===== src/prpol_pkg.sv =====
// package for the per-type message rate policer
// types, widths, item codes and reset values shared by the controller, datapath and top level
`timescale 1ns / 1ps
`default_nettype none

package prpol_pkg;

  localparam int unsigned NUM_TYPES = 256;
  localparam int unsigned IDX_W     = (NUM_TYPES > 1) ? $clog2(NUM_TYPES) : 1;
  localparam int unsigned TYPE_W    = 16;
  localparam int unsigned TIME_W    = 32;
  localparam int unsigned CNT_W     = 16;

  localparam logic [TIME_W-1:0] REFRESH_RST = TIME_W'(2000);
  localparam logic [CNT_W-1:0]  ALLOWED_RST = CNT_W'(1);
  localparam logic [CNT_W-1:0]  CNT_MAX     = {CNT_W{1'b1}};

  typedef enum logic [1:0] {
    KIND_LOAD   = 2'd0,
    KIND_CHECK  = 2'd1,
    KIND_RECORD = 2'd2
  } kind_e;

  typedef logic [IDX_W-1:0] idx_t;

  typedef struct packed {
    logic [TIME_W-1:0] gap;
    logic [TIME_W-1:0] refresh;
    logic [CNT_W-1:0]  allowed;
  } rule_t;

  typedef struct packed {
    logic [TIME_W-1:0] last_acc;
    logic [TIME_W-1:0] last_ref;
    logic [CNT_W-1:0]  cnt;
  } hist_t;

  // sequencer commands to the datapath
  typedef struct packed {
    logic capture;
    logic read;
    logic calc;
    logic write;
  } cmd_t;

endpackage

`default_nettype wire


===== src/prpol_ctrl.sv =====
// controller for the rate policer: one-hot sequencer and output valid flag
// depends on prpol_pkg for the command struct
`timescale 1ns / 1ps
`default_nettype none

module prpol_ctrl
  import prpol_pkg::*;
(
  input  wire  clk_i,
  input  wire  rst_ni,
  input  wire  in_valid_i,
  output logic in_stall_o,
  output logic out_valid_o,
  input  wire  out_stall_i,
  output cmd_t cmd_o
);

  typedef enum logic [3:0] {
    ST_IDLE  = 4'b0001,
    ST_READ  = 4'b0010,
    ST_CALC  = 4'b0100,
    ST_WRITE = 4'b1000
  } state_e;

  state_e state_q, state_d;
  logic   out_vld_q, out_vld_d;
  logic   slot_free;

  assign slot_free = !out_vld_q || !out_stall_i;

  always_comb begin
    state_d       = state_q;
    cmd_o         = '0;
    unique case (state_q)
      ST_IDLE: begin
        if (in_valid_i) begin
          cmd_o.capture = 1'b1;
          state_d       = ST_READ;
        end
      end
      ST_READ: begin
        cmd_o.read = 1'b1;
        state_d    = ST_CALC;
      end
      ST_CALC: begin
        cmd_o.calc = 1'b1;
        state_d    = ST_WRITE;
      end
      ST_WRITE: begin
        // table update and result load happen together, once the result slot is free
        if (slot_free) begin
          cmd_o.write = 1'b1;
          state_d     = ST_IDLE;
        end
      end
      default: state_d = ST_IDLE;
    endcase
  end

  always_comb begin
    out_vld_d = out_vld_q;
    if (cmd_o.write) begin
      out_vld_d = 1'b1;
    end else if (!out_stall_i) begin
      out_vld_d = 1'b0;
    end
  end

  always_ff @(posedge clk_i or negedge rst_ni) begin
    if (!rst_ni) begin
      state_q   <= ST_IDLE;
      out_vld_q <= 1'b0;
    end else begin
      state_q   <= state_d;
      out_vld_q <= out_vld_d;
    end
  end

  assign in_stall_o  = (state_q != ST_IDLE);
  assign out_valid_o = out_vld_q;

endmodule

`default_nettype wire


===== config.mk =====
export PLATFORM = sky130hd
export DESIGN_NAME = prpol_ctrl
export DESIGN_NICKNAME = d
export VERILOG_FILES = /design/src/prpol_pkg.sv /design/src/prpol_ctrl.sv
export SDC_FILE = /design/constraint.sdc
export NUM_CORES = 1
export LEC_CHECK = 0
export BUFFER_PORTS_ARGS = -buffer_cell sky130_fd_sc_hd__buf_2
export CAP_MARGIN = 20
export CORE_AREA = 2 2 39 41
export CTS_BUF_LIST = sky130_fd_sc_hd__clkbuf_4
export DETAILED_ROUTE_END_ITERATION = 12
export DIE_AREA = 0 0 41 43
export SYNTH_ARGS = -nofsm -noshare
export SYNTH_HDL_FRONTEND = slang
export SYNTH_SLANG_ARGS = --single-unit

===== constraint.sdc =====
create_clock -name clk_i -period 1.3 [get_ports clk_i]
set_input_delay 0.065 -clock clk_i [delete_from_list [all_inputs] [get_ports clk_i]]
set_output_delay 0.065 -clock clk_i [all_outputs]
set_load 0.02 [all_outputs]

==> metrics.txt, run 1 <==
# TYPE chip_impl_metric gauge
chip_impl_metric{name="grt_pass1_vias",unit=""} 286
chip_impl_metric{name="floorplan.core_area",unit="um^2"} 1380
chip_impl_metric{name="fin_crit_sh",unit="%"} 113
chip_impl_metric{name="detailedRoute.firstIterationViolations",unit=""} 0
chip_impl_metric{name="place_congestion",unit=""} 0.783
chip_impl_info{name="violations",value="setup timing"} 1
chip_impl_metric{name="grt_antenna_before_repair",unit=""} 0
chip_impl_metric{name="start_util",unit="%"} 18.6
chip_impl_info{name="synth.area.top_cells",value="dfrtp_1 (39%), dfstp_2 (10%), and3_1 (9.7%)"} 1
chip_impl_metric{name="max_stage_delay",unit="ns"} 0.52
chip_impl_info{name="timing.critical_path.to_type",value="output port"} 1
chip_impl_info{name="area_leader_netlist",value="dfrtp_1"} 1
chip_impl_info{name="rsz0062_at_grt",value="yes"} 1
chip_impl_metric{name="die_area",unit="um^2"} 1760
chip_impl_metric{name="finalNetCount",unit=""} 53
chip_impl_metric{name="synth_sequential_area_ratio",unit="%"} 49.0
chip_impl_metric{name="placement_rows",unit=""} 14
chip_impl_metric{name="yosys_register_bits",unit=""} 5
chip_impl_info{name="netlist_top_cells_count",value="and3_1 (4), dfrtp_1 (4), nand2_1 (3)"} 1
chip_impl_metric{name="vias_per_cell",unit=""} 4.27
chip_impl_info{name="run_status",value="finished, violations left"} 1
chip_impl_metric{name="grt.overflow.total",unit=""} 0
chip_impl_metric{name="fin_area",unit="um^2"} 509
chip_impl_metric{name="ys_warn_count",unit=""} 0
chip_impl_metric{name="placedInstanceArea",unit="um^2"} 345
chip_impl_info{name="clk_root_buffer_cell",value="clkbuf_4"} 1
chip_impl_metric{name="depth_of_the_worst_hold_timing_path",unit=""} 3
chip_impl_info{name="min_from",value="out_stall_i"} 1
chip_impl_metric{name="max-cap-violations",unit=""} 0
chip_impl_metric{name="post_route_cells_drive_above_1_share",unit="%"} 70.8
chip_impl_info{name="r2r-start",value="state_q[0]"} 1
chip_impl_info{name="worst_r2r_endpoint",value="state_q[0]"} 1
chip_impl_metric{name="crit_path_dat",unit="ns"} 1.40
chip_impl_info{name="setup_cp_type",value="reg -> out"} 1
chip_impl_info{name="start_kind",value="flop"} 1
chip_impl_metric{name="routed_wl",unit="um"} 697
chip_impl_metric{name="post-place-ws",unit="ns"} 0.0497
chip_impl_metric{name="postSynthNetCount",unit=""} 30
chip_impl_info{name="holdPathEnd",value="out_valid_o"} 1
chip_impl_metric{name="wl_per_cell",unit="um"} 10.9
chip_impl_metric{name="num_antenna_cells",unit=""} 0
chip_impl_metric{name="synth_top_area_share",unit="%"} 38.8
chip_impl_metric{name="setup_slack",unit="ns"} -0.164
chip_impl_metric{name="worst_clock_skew",unit="ns"} 0.00109
chip_impl_metric{name="peakVddDrop",unit="mV"} 0.732
chip_impl_metric{name="max-clock-path-buffers",unit=""} 2
chip_impl_metric{name="setup_viol",unit=""} 3
chip_impl_metric{name="drt-pass1-iter-count",unit=""} 1
chip_impl_metric{name="max-slew-margin-rel",unit="%"} 84.3
chip_impl_metric{name="tightest_slew",unit="ns"} 0.233
chip_impl_metric{name="max_freq",unit="MHz"} 683
chip_impl_metric{name="syn_to_final_growth",unit="%"} 97.6
chip_impl_info{name="synthFlopType",value="dfrtp_1"} 1
chip_impl_metric{name="detailed_place_hpwl",unit="um"} 431
chip_impl_metric{name="die-width",unit="um"} 41
chip_impl_metric{name="h-tree-depth",unit=""} 1
chip_impl_metric{name="pin_count",unit=""} 10
chip_impl_metric{name="cts_buffers",unit=""} 3
chip_impl_metric{name="grt_use_total",unit="%"} 10.7
chip_impl_metric{name="finalHoldViolations",unit=""} 0
chip_impl_metric{name="synthDistinctLibCells",unit=""} 17
chip_impl_metric{name="numClockSinks",unit=""} 5
chip_impl_metric{name="path_max_fanout",unit=""} 2
chip_impl_metric{name="clock_input_transition_at_the_sequential_cells_of_the_worst_setup_and_hold_paths",unit="ns"} 0.04
chip_impl_metric{name="cp.required",unit="ns"} 1.24
chip_impl_metric{name="ys_async_sr_fraction",unit="%"} 100
chip_impl_metric{name="synth-edff-count",unit=""} 0
chip_impl_info{name="crit_path_cell_trace",value="or4b_4 -> a21oi_2 -> buf_6"} 1
chip_impl_metric{name="postSynthAreaPerCell",unit="um^2"} 9.91
chip_impl_metric{name="critPathBufInv",unit=""} 1
chip_impl_info{name="tritoncts",value="done"} 1
chip_impl_metric{name="leakage",unit="nW"} 0.260
chip_impl_info{name="timing.hold.worst.class",value="in -> reg"} 1
chip_impl_metric{name="postSynthCellCount",unit=""} 26
chip_impl_metric{name="final-max-slew-violation-count",unit=""} 0
chip_impl_metric{name="clock_latency",unit="ns"} 0.24
chip_impl_metric{name="post_route_setup_tns",unit="ns"} -0.316
chip_impl_info{name="critPathSlowestCell",value="or4b_4"} 1
chip_impl_metric{name="setup.reg_to_reg.worst_slack",unit="ns"} 0.01
chip_impl_metric{name="buffer_ports.inserted",unit=""} 9
chip_impl_metric{name="mappedNetlistArea",unit="um^2"} 258
chip_impl_metric{name="grt_first_pass_wirelength",unit="um"} 1130
chip_impl_metric{name="post-route-min-period",unit="ns"} 1.46
chip_impl_info{name="critical_path.top_delay_family",value="simple AND/OR/NAND/NOR gates"} 1
chip_impl_metric{name="drt_antenna_net_count",unit=""} 0
chip_impl_metric{name="grt_max_degree",unit=""} 8
chip_impl_metric{name="die-height",unit="um"} 43
chip_impl_metric{name="ff2ff_path_depth",unit=""} 6
chip_impl_metric{name="total_power",unit="mW"} 1.03
chip_impl_metric{name="power_per_cell_area",unit="nW/um^2"} 2010
chip_impl_metric{name="remaining_drc_errors",unit=""} 0
chip_impl_metric{name="via_count",unit=""} 273
-- through the flow --
stage          instances  hold WS [ns]  util, %
6_report              64        0.0701     36.8
5_1_grt               64        0.0799     36.8
4_1_cts               61        0.0570     31.9
3_3_place_gp          54        -0.116     25.0
3_5_place_dp          54        -0.118     25.0
2_1_floorplan         26        -0.231        -
-- flip-flops by register name (all words and copies together) (netlist names) --
| signal | cells |
|---|---|
| out_valid_o | 1 |
| state_q | 4 |
-- worst max-delay path by stage --
| stage | cells past startpoint | endpoint | startpoint | slack [ns] |
|---|---|---|---|---|
| floorplan | 3 | cmd_o[0] | state_q[1] | 0.04 |
| global placement | 3 | cmd_o[0] | state_q[0] | 0.04 |
| finish | 3 | cmd_o[0] | state_q[1] | -0.16 |
| CTS | 3 | cmd_o[0] | state_q[2] | -0.19 |
| global route | 3 | cmd_o[0] | state_q[1] | -0.22 |
| detailed placement | 3 | cmd_o[0] | state_q[0] | 0.05 |
-- power by group --
| group | total [mW] | internal (mW) | switching (mW) |
|---|---|---|---|
| registers | 0.229 | 0.203 | 0.0258 |
| clock network | 0.199 | 0.137 | 0.0623 |
| logic | 0.598 | 0.337 | 0.261 |
| total | 1.03 | 0.677 | 0.349 |
-- per-layer routing --
metal	up-vias	global-route usage [%]	routed length, um
li1	134	-	-
met2	10	14.1	357
met5	-	0	0
met1	125	10.4	266
met4	0	14.0	36
met3	4	4.19	37
-- cell families after synthesis --
family | after synthesis | share of synthesized area [%]
buffers and inverters | 2 | 4.37
AND/OR/NAND/NOR | 16 | 37.9
flip-flops | 5 | 49.0
AO/OA/AOI/OAI | 3 | 8.73
-- worst register-to-register path: stages (launching register included) --
cell and delay, ns:
dfstp_2 0.54, buf_6 0.10, nor2b_4 0.15, and3_4 0.21
buf_4 0.10, buf_4 0.09, a31oi_2 0.03
-- cell usage in the layout (no fill, tap or decap), drive strengths merged --
master,count
buf,18
clkbuf,4
dfrtp,4
and3,4
nand2,3
nor2b,2
nor2,2
nor3b,1
inv,1
or4b,1
a21oi,1
and4b,1
or3,1
o21ai,1
a31oi,1
nor3,1
dlygate4sd3,1
dfstp,1
-- cell type report --
type,instances,area (um^2)
inverter,1,6.26
fill,144,875
tap,16,20.0
multi-input combinational,19,165
sequential,5,126
timing repair buffer,19,161
clock buffer,4,30.0
-- timing repair --
action,CTS,global route
setup endpoints to repair,5,5
pin swaps,1,1
gates resized for setup,13,12
hold buffers,1,0
endpoints found under the hold margin,5,0
setup buffers,2,3
Note: power is estimated with default switching activity, not from simulation.
==> inputs of run 2 (changes only) <==
Settings changed: ABC_CLOCK_PERIOD_IN_PS set to 1300, CTS_BUF_LIST sky130_fd_sc_hd__clkbuf_4 to sky130_fd_sc_hd__clkbuf_16.
==> run 2 against run 1 <==
Against the previous run: the flow still finishes with violations (setup timing); final area rose by 9.8%; global-route usage rose by 0.62 points; count of clock-buffer cells in the layout fell by 1; total power rose by 30%; critical path type unchanged; highest routed layer unchanged.
==> metrics.txt, run 2 (same netlist as run 1, synthesis figures left out) <==
# TYPE chip_impl_metric gauge
chip_impl_info{name="setup_cp_type",value="reg -> out"} 1
chip_impl_metric{name="max-slew-margin-rel",unit="%"} 84.5
chip_impl_metric{name="setup.reg_to_reg.worst_slack",unit="ns"} 0.04
chip_impl_metric{name="cts_buffers",unit=""} 3
chip_impl_metric{name="floorplan.core_area",unit="um^2"} 1380
chip_impl_info{name="timing.critical_path.to_type",value="output port"} 1
chip_impl_metric{name="setup_viol",unit=""} 3
chip_impl_metric{name="leakage",unit="nW"} 0.278
chip_impl_info{name="timing.hold.worst.class",value="in -> reg"} 1
chip_impl_metric{name="worst_clock_skew",unit="ns"} 0.000277
chip_impl_metric{name="start_util",unit="%"} 18.6
chip_impl_metric{name="max-cap-violations",unit=""} 0
chip_impl_metric{name="crit_path_dat",unit="ns"} 1.38
chip_impl_info{name="clk_root_buffer_cell",value="clkbuf_16"} 1
chip_impl_info{name="run_status",value="finished, violations left"} 1
chip_impl_metric{name="post_route_cells_drive_above_1_share",unit="%"} 70.2
chip_impl_metric{name="die_area",unit="um^2"} 1760
chip_impl_metric{name="max-clock-path-buffers",unit=""} 2
chip_impl_metric{name="wl_per_cell",unit="um"} 11.7
chip_impl_metric{name="depth_of_the_worst_hold_timing_path",unit=""} 3
chip_impl_metric{name="drt-pass1-iter-count",unit=""} 4
chip_impl_metric{name="grt_max_degree",unit=""} 8
chip_impl_metric{name="numClockSinks",unit=""} 5
chip_impl_metric{name="grt_first_pass_wirelength",unit="um"} 1170
chip_impl_metric{name="num_antenna_cells",unit=""} 0
chip_impl_metric{name="pin_count",unit=""} 10
chip_impl_metric{name="syn_to_final_growth",unit="%"} 117
chip_impl_metric{name="cp.required",unit="ns"} 1.24
chip_impl_metric{name="dp_cells",unit=""} 54
chip_impl_metric{name="finalHoldViolations",unit=""} 0
chip_impl_metric{name="setup_slack",unit="ns"} -0.147
chip_impl_info{name="regMostFlops",value="state_q"} 1
chip_impl_metric{name="buffer_ports.inserted",unit=""} 9
chip_impl_metric{name="grt_antenna_before_repair",unit=""} 0
chip_impl_metric{name="max_freq",unit="MHz"} 691
chip_impl_metric{name="post-route-min-period",unit="ns"} 1.45
chip_impl_metric{name="clock_latency",unit="ns"} 0.23
chip_impl_metric{name="h-tree-depth",unit=""} 1
chip_impl_metric{name="total_power",unit="mW"} 1.33
chip_impl_metric{name="detailed_place_hpwl",unit="um"} 431
chip_impl_metric{name="detailedRoute.firstIterationViolations",unit=""} 4
chip_impl_metric{name="drt_antenna_net_count",unit=""} 0
chip_impl_metric{name="via_count",unit=""} 279
chip_impl_metric{name="grt_use_total",unit="%"} 11.3
chip_impl_metric{name="finalNetCount",unit=""} 52
chip_impl_metric{name="fin_crit_sh",unit="%"} 111
chip_impl_info{name="layout_common_cells",value="buf_6 (8), buf_4 (5), buf_2 (4), dfrtp_1 (4), clkbuf_16 (3)"} 1
chip_impl_metric{name="remaining_drc_errors",unit=""} 0
chip_impl_info{name="tritoncts",value="done"} 1
chip_impl_info{name="start_kind",value="flop"} 1
chip_impl_metric{name="finalNonFillerCells",unit=""} 63
chip_impl_metric{name="peakVddDrop",unit="mV"} 0.895
chip_impl_metric{name="die-height",unit="um"} 43
chip_impl_info{name="worst_r2r_endpoint",value="state_q[0]"} 1
chip_impl_metric{name="clock_input_transition_at_the_sequential_cells_of_the_worst_setup_and_hold_paths",unit="ns"} 0.03
chip_impl_info{name="most_common_cell_after_layout_fill_and_taps_aside",value="buf_6"} 1
chip_impl_metric{name="ff2ff_path_depth",unit=""} 4
chip_impl_metric{name="grt_pass1_vias",unit=""} 286
chip_impl_metric{name="placement_rows",unit=""} 14
chip_impl_metric{name="power_per_cell_area",unit="nW/um^2"} 2380
chip_impl_metric{name="routed_wl",unit="um"} 740
chip_impl_metric{name="largest_register_ffs",unit=""} 4
chip_impl_info{name="min_from",value="out_stall_i"} 1
chip_impl_info{name="rsz0062_at_grt",value="yes"} 1
chip_impl_metric{name="place_congestion",unit=""} 0.783
chip_impl_metric{name="final-max-slew-violation-count",unit=""} 0
chip_impl_info{name="violations",value="setup timing"} 1
chip_impl_metric{name="grt.overflow.total",unit=""} 0
chip_impl_metric{name="die-width",unit="um"} 41
chip_impl_metric{name="tightest_slew",unit="ns"} 0.230
chip_impl_metric{name="path_max_fanout",unit=""} 2
chip_impl_info{name="holdPathEnd",value="out_valid_o"} 1
chip_impl_metric{name="vias_per_cell",unit=""} 4.43
chip_impl_info{name="r2r-start",value="state_q[2]"} 1
run 2: cell count changes in the layout (fill, tap and decap cells not counted):
cell	delta
or3_4	+1
or3_1	-1
buf_6	+1
clkbuf_16	+3
clkbuf_4	-4
buf_4	-2
inv_1	+1
run 2: final cells by class:
class,count,area (um^2)
Multi-Input combinational cell,19,170
Clock buffer,3,75.1
Sequential cell,5,126
Tap cell,16,20.0
Fill cell,139,825
Timing Repair Buffer,18,158
Inverter,1,6.26
Clock inverter,1,3.75
run 2: layer usage:
layer / track usage, % / vias to the layer above / part of all wire, %
li1: - / 134 / -
met4: 16.0 / 0 / 6.9
met3: 2.62 / 4 / 4.7
met2: 15.9 / 10 / 51
met1: 10.4 / 131 / 37
met5: 0 / - / 0
run 2: where the power goes:
group	total [mW]	switching, mW	internal (mW)
Combinational	0.605	0.262	0.343
Sequential	0.231	0.0272	0.204
Clock	0.493	0.0956	0.398
run 2: worst max-delay path by stage:
stage	startpoint	endpoint	slack, ns
2_1_floorplan	state_q[1]	cmd_o[0]	0.04
3_3_place_gp	state_q[0]	cmd_o[0]	0.04
3_5_place_dp	state_q[0]	cmd_o[0]	0.05
4_1_cts	state_q[2]	cmd_o[0]	-0.17
5_1_grt	state_q[1]	cmd_o[0]	-0.19
6_report	state_q[1]	cmd_o[0]	-0.15
run 2: through the flow:
step	area (um^2)	setup TNS, ns	worst slack [ns]	util [%]	hold slack (ns)
global placement	345	0	0.0391	25.0	-0.116
CTS	499	-0.232	-0.173	36.1	0.0766
detailed placement	345	0	0.0497	25.0	-0.118
global route	559	-0.386	-0.188	40.4	0.109
floorplan	258	0	0.0427	-	-0.231
finish	559	-0.257	-0.147	40.4	0.0858
run 2: what timing repair did:
item,4_1_cts,5_1_grt
pin swaps,1,1
gates resized for setup,15,12
setup buffers,2,2
hold buffers,1,0
endpoints found under the hold margin,5,0
setup endpoints to repair,5,5
gates cloned,0,0
run 2: worst max-delay path, cell delays in order (launching register included):
cell     delay [ns]
dfrtp_1        0.38
or4b_4         0.52
a21oi_2        0.13
buf_6          0.13
==> inputs of run 3 (changes only) <==
Settings changed: GPL_TIMING_DRIVEN set to 0.
==> run 3 against run 2 <==
Against the previous run: utilization fell by 7.6 points; the flow still finishes with violations (setup timing); first-iteration DRC count fell by 25%; combinational power fell by 39%; critical endpoint unchanged; routed wire length fell by 10%.
==> metrics.txt, run 3 (same netlist as run 1, synthesis figures left out) <==
# TYPE chip_impl_metric gauge
chip_impl_metric{name="finalNonFillerCells",unit=""} 57
chip_impl_metric{name="ff2ff_path_depth",unit=""} 3
chip_impl_metric{name="drt_antenna_net_count",unit=""} 0
chip_impl_info{name="run_status",value="finished, violations left"} 1
chip_impl_metric{name="depth_of_the_worst_hold_timing_path",unit=""} 3
chip_impl_metric{name="detailed_place_hpwl",unit="um"} 393
chip_impl_info{name="start_kind",value="flop"} 1
chip_impl_metric{name="via_count",unit=""} 266
chip_impl_metric{name="setup_slack",unit="ns"} -0.171
chip_impl_metric{name="clock_input_transition_at_the_sequential_cells_of_the_worst_setup_and_hold_paths",unit="ns"} 0.03
chip_impl_metric{name="fin_crit_sh",unit="%"} 113
chip_impl_metric{name="vias_per_cell",unit=""} 4.67
chip_impl_metric{name="h-tree-depth",unit=""} 1
chip_impl_metric{name="grt_use_total",unit="%"} 9.96
chip_impl_metric{name="wl_per_cell",unit="um"} 11.7
chip_impl_info{name="timing.hold.worst.class",value="in -> reg"} 1
chip_impl_metric{name="numClockSinks",unit=""} 5
chip_impl_metric{name="fin_area",unit="um^2"} 454
chip_impl_metric{name="final_core_utilization",unit="%"} 32.8
chip_impl_info{name="most_common_cell_after_layout_fill_and_taps_aside",value="buf_2"} 1
chip_impl_metric{name="power_per_cell_area",unit="nW/um^2"} 2430
chip_impl_metric{name="place_congestion",unit=""} 0.738
chip_impl_metric{name="post-place-ws",unit="ns"} -0.133
chip_impl_metric{name="max-clock-path-buffers",unit=""} 2
chip_impl_metric{name="largest_register_ffs",unit=""} 4
chip_impl_metric{name="die-height",unit="um"} 43
chip_impl_metric{name="syn_to_final_growth",unit="%"} 76.2
chip_impl_metric{name="grt_first_pass_wirelength",unit="um"} 1010
chip_impl_metric{name="cp.required",unit="ns"} 1.24
chip_impl_metric{name="layout.area.seq",unit="um^2"} 128
chip_impl_metric{name="tightest_slew",unit="ns"} 0.274
chip_impl_metric{name="max-cap-violations",unit=""} 0
chip_impl_metric{name="leakage",unit="nW"} 0.240
chip_impl_metric{name="grt_max_degree",unit=""} 8
chip_impl_metric{name="post-route-min-period",unit="ns"} 1.47
chip_impl_metric{name="drt-pass1-iter-count",unit=""} 4
chip_impl_info{name="violations",value="setup timing"} 1
chip_impl_metric{name="die_area",unit="um^2"} 1760
chip_impl_metric{name="remaining_drc_errors",unit=""} 0
chip_impl_metric{name="crit_path_dat",unit="ns"} 1.41
chip_impl_metric{name="grt_antenna_before_repair",unit=""} 0
chip_impl_info{name="tritoncts",value="done"} 1
chip_impl_metric{name="finalNetCount",unit=""} 46
chip_impl_metric{name="num-fill-cells",unit=""} 146
chip_impl_metric{name="multi_input_area",unit="um^2"} 145
chip_impl_info{name="crit_path_cell_trace",value="or4b_4 -> a21oi_2 -> buf_6"} 1
chip_impl_metric{name="floorplan.core_area",unit="um^2"} 1380
chip_impl_metric{name="num_antenna_cells",unit=""} 0
chip_impl_info{name="critPathSlowestCell",value="or4b_4"} 1
chip_impl_metric{name="finalHoldViolations",unit=""} 0
chip_impl_metric{name="placedInstanceArea",unit="um^2"} 323
chip_impl_metric{name="pin_count",unit=""} 10
chip_impl_metric{name="max-slew-margin-rel",unit="%"} 81.7
chip_impl_info{name="timing.critical_path.to_type",value="output port"} 1
chip_impl_info{name="regMostFlops",value="state_q"} 1
chip_impl_metric{name="routed_wl",unit="um"} 666
chip_impl_info{name="rsz0062_at_grt",value="yes"} 1
chip_impl_metric{name="worst_hold_slack",unit="ns"} 0.0726
chip_impl_metric{name="die-width",unit="um"} 41
chip_impl_metric{name="peakVddDrop",unit="mV"} 0.929
chip_impl_metric{name="post_route_cells_drive_above_1_share",unit="%"} 56.1
chip_impl_metric{name="detailedRoute.firstIterationViolations",unit=""} 3
chip_impl_metric{name="total_power",unit="mW"} 1.11
chip_impl_metric{name="cts_buffers",unit=""} 3
chip_impl_metric{name="post_route_setup_tns",unit="ns"} -0.255
chip_impl_metric{name="max_freq",unit="MHz"} 680
chip_impl_metric{name="max_stage_delay",unit="ns"} 0.52
chip_impl_info{name="setup_cp_type",value="reg -> out"} 1
chip_impl_metric{name="buffer_ports.inserted",unit=""} 9
chip_impl_metric{name="setup_viol",unit=""} 3
chip_impl_metric{name="final-max-slew-violation-count",unit=""} 0
chip_impl_metric{name="clock_latency",unit="ns"} 0.23
chip_impl_metric{name="grt_pass1_vias",unit=""} 236
chip_impl_metric{name="grt.overflow.total",unit=""} 0
chip_impl_metric{name="path_max_fanout",unit=""} 2
chip_impl_metric{name="worst_clock_skew",unit="ns"} 0.00338
chip_impl_metric{name="dp_cells",unit=""} 51
chip_impl_info{name="clk_root_buffer_cell",value="clkbuf_16"} 1
chip_impl_metric{name="start_util",unit="%"} 18.6
chip_impl_metric{name="placement_rows",unit=""} 14
-- run 3: cell types whose count changed in the layout (fill, tap and decap cells not counted), sizes merged --
cell  before  now
buf       17   11
-- run 3: what timing repair did --
action | 4_1_cts | 5_1_grt
setup buffers | 2 | 0
hold buffers | 1 | 0
gates resized for setup | 9 | 1
gates cloned | 0 | 0
pin swaps | 1 | 1
endpoints found under the hold margin | 5 | 0
endpoints found under the setup margin | 2 | 4
-- run 3: power breakdown --
group | switching (mW) | internal, mW | leakage, nW
clock | 0.0990 | 0.398 | 0.0423
sequential | 0.0354 | 0.206 | 0.0637
combinational | 0.196 | 0.171 | 0.134
-- run 3: critical path: cells and delay by family (launching register included) --
kind	cells	cell delay (ns)
AND/OR/NAND/NOR	1	0.52
flip-flops	1	0.40
AO/OA/AOI/OAI	1	0.13
buffers and inverters	1	0.13
-- run 3: final cells by class --
type                    instances  area share (%)
multi-input cells              19            32.0
flip-flops and latches          5            28.1
repair buffers                 12            17.4
clock buffers                   3            16.5
well taps                      16            4.41
clock inverters                 1           0.826
inverters                       1           0.826
-- run 3: worst paths after layout --
kind | to | slack (ns) | start
min in group asynchronous | out_valid_o | 0.18 | rst_ni
worst min-delay path | out_valid_o | 0.07 | out_stall_i
worst max register to register | state_q[0] | 0.07 | state_q[3]
worst max-delay path | cmd_o[0] | -0.17 | state_q[1]
worst min register to register | out_valid_o | 0.53 | out_valid_o
max in group asynchronous | state_q[0] | 0.91 | rst_ni
-- run 3: metal layers --
metal,vias up,global-route usage (%),wire (um)
li1,120,-,-
met1,128,10.7,268
met2,13,12.2,308
met3,5,4.71,53
met4,0,12.0,36
met5,-,0,0
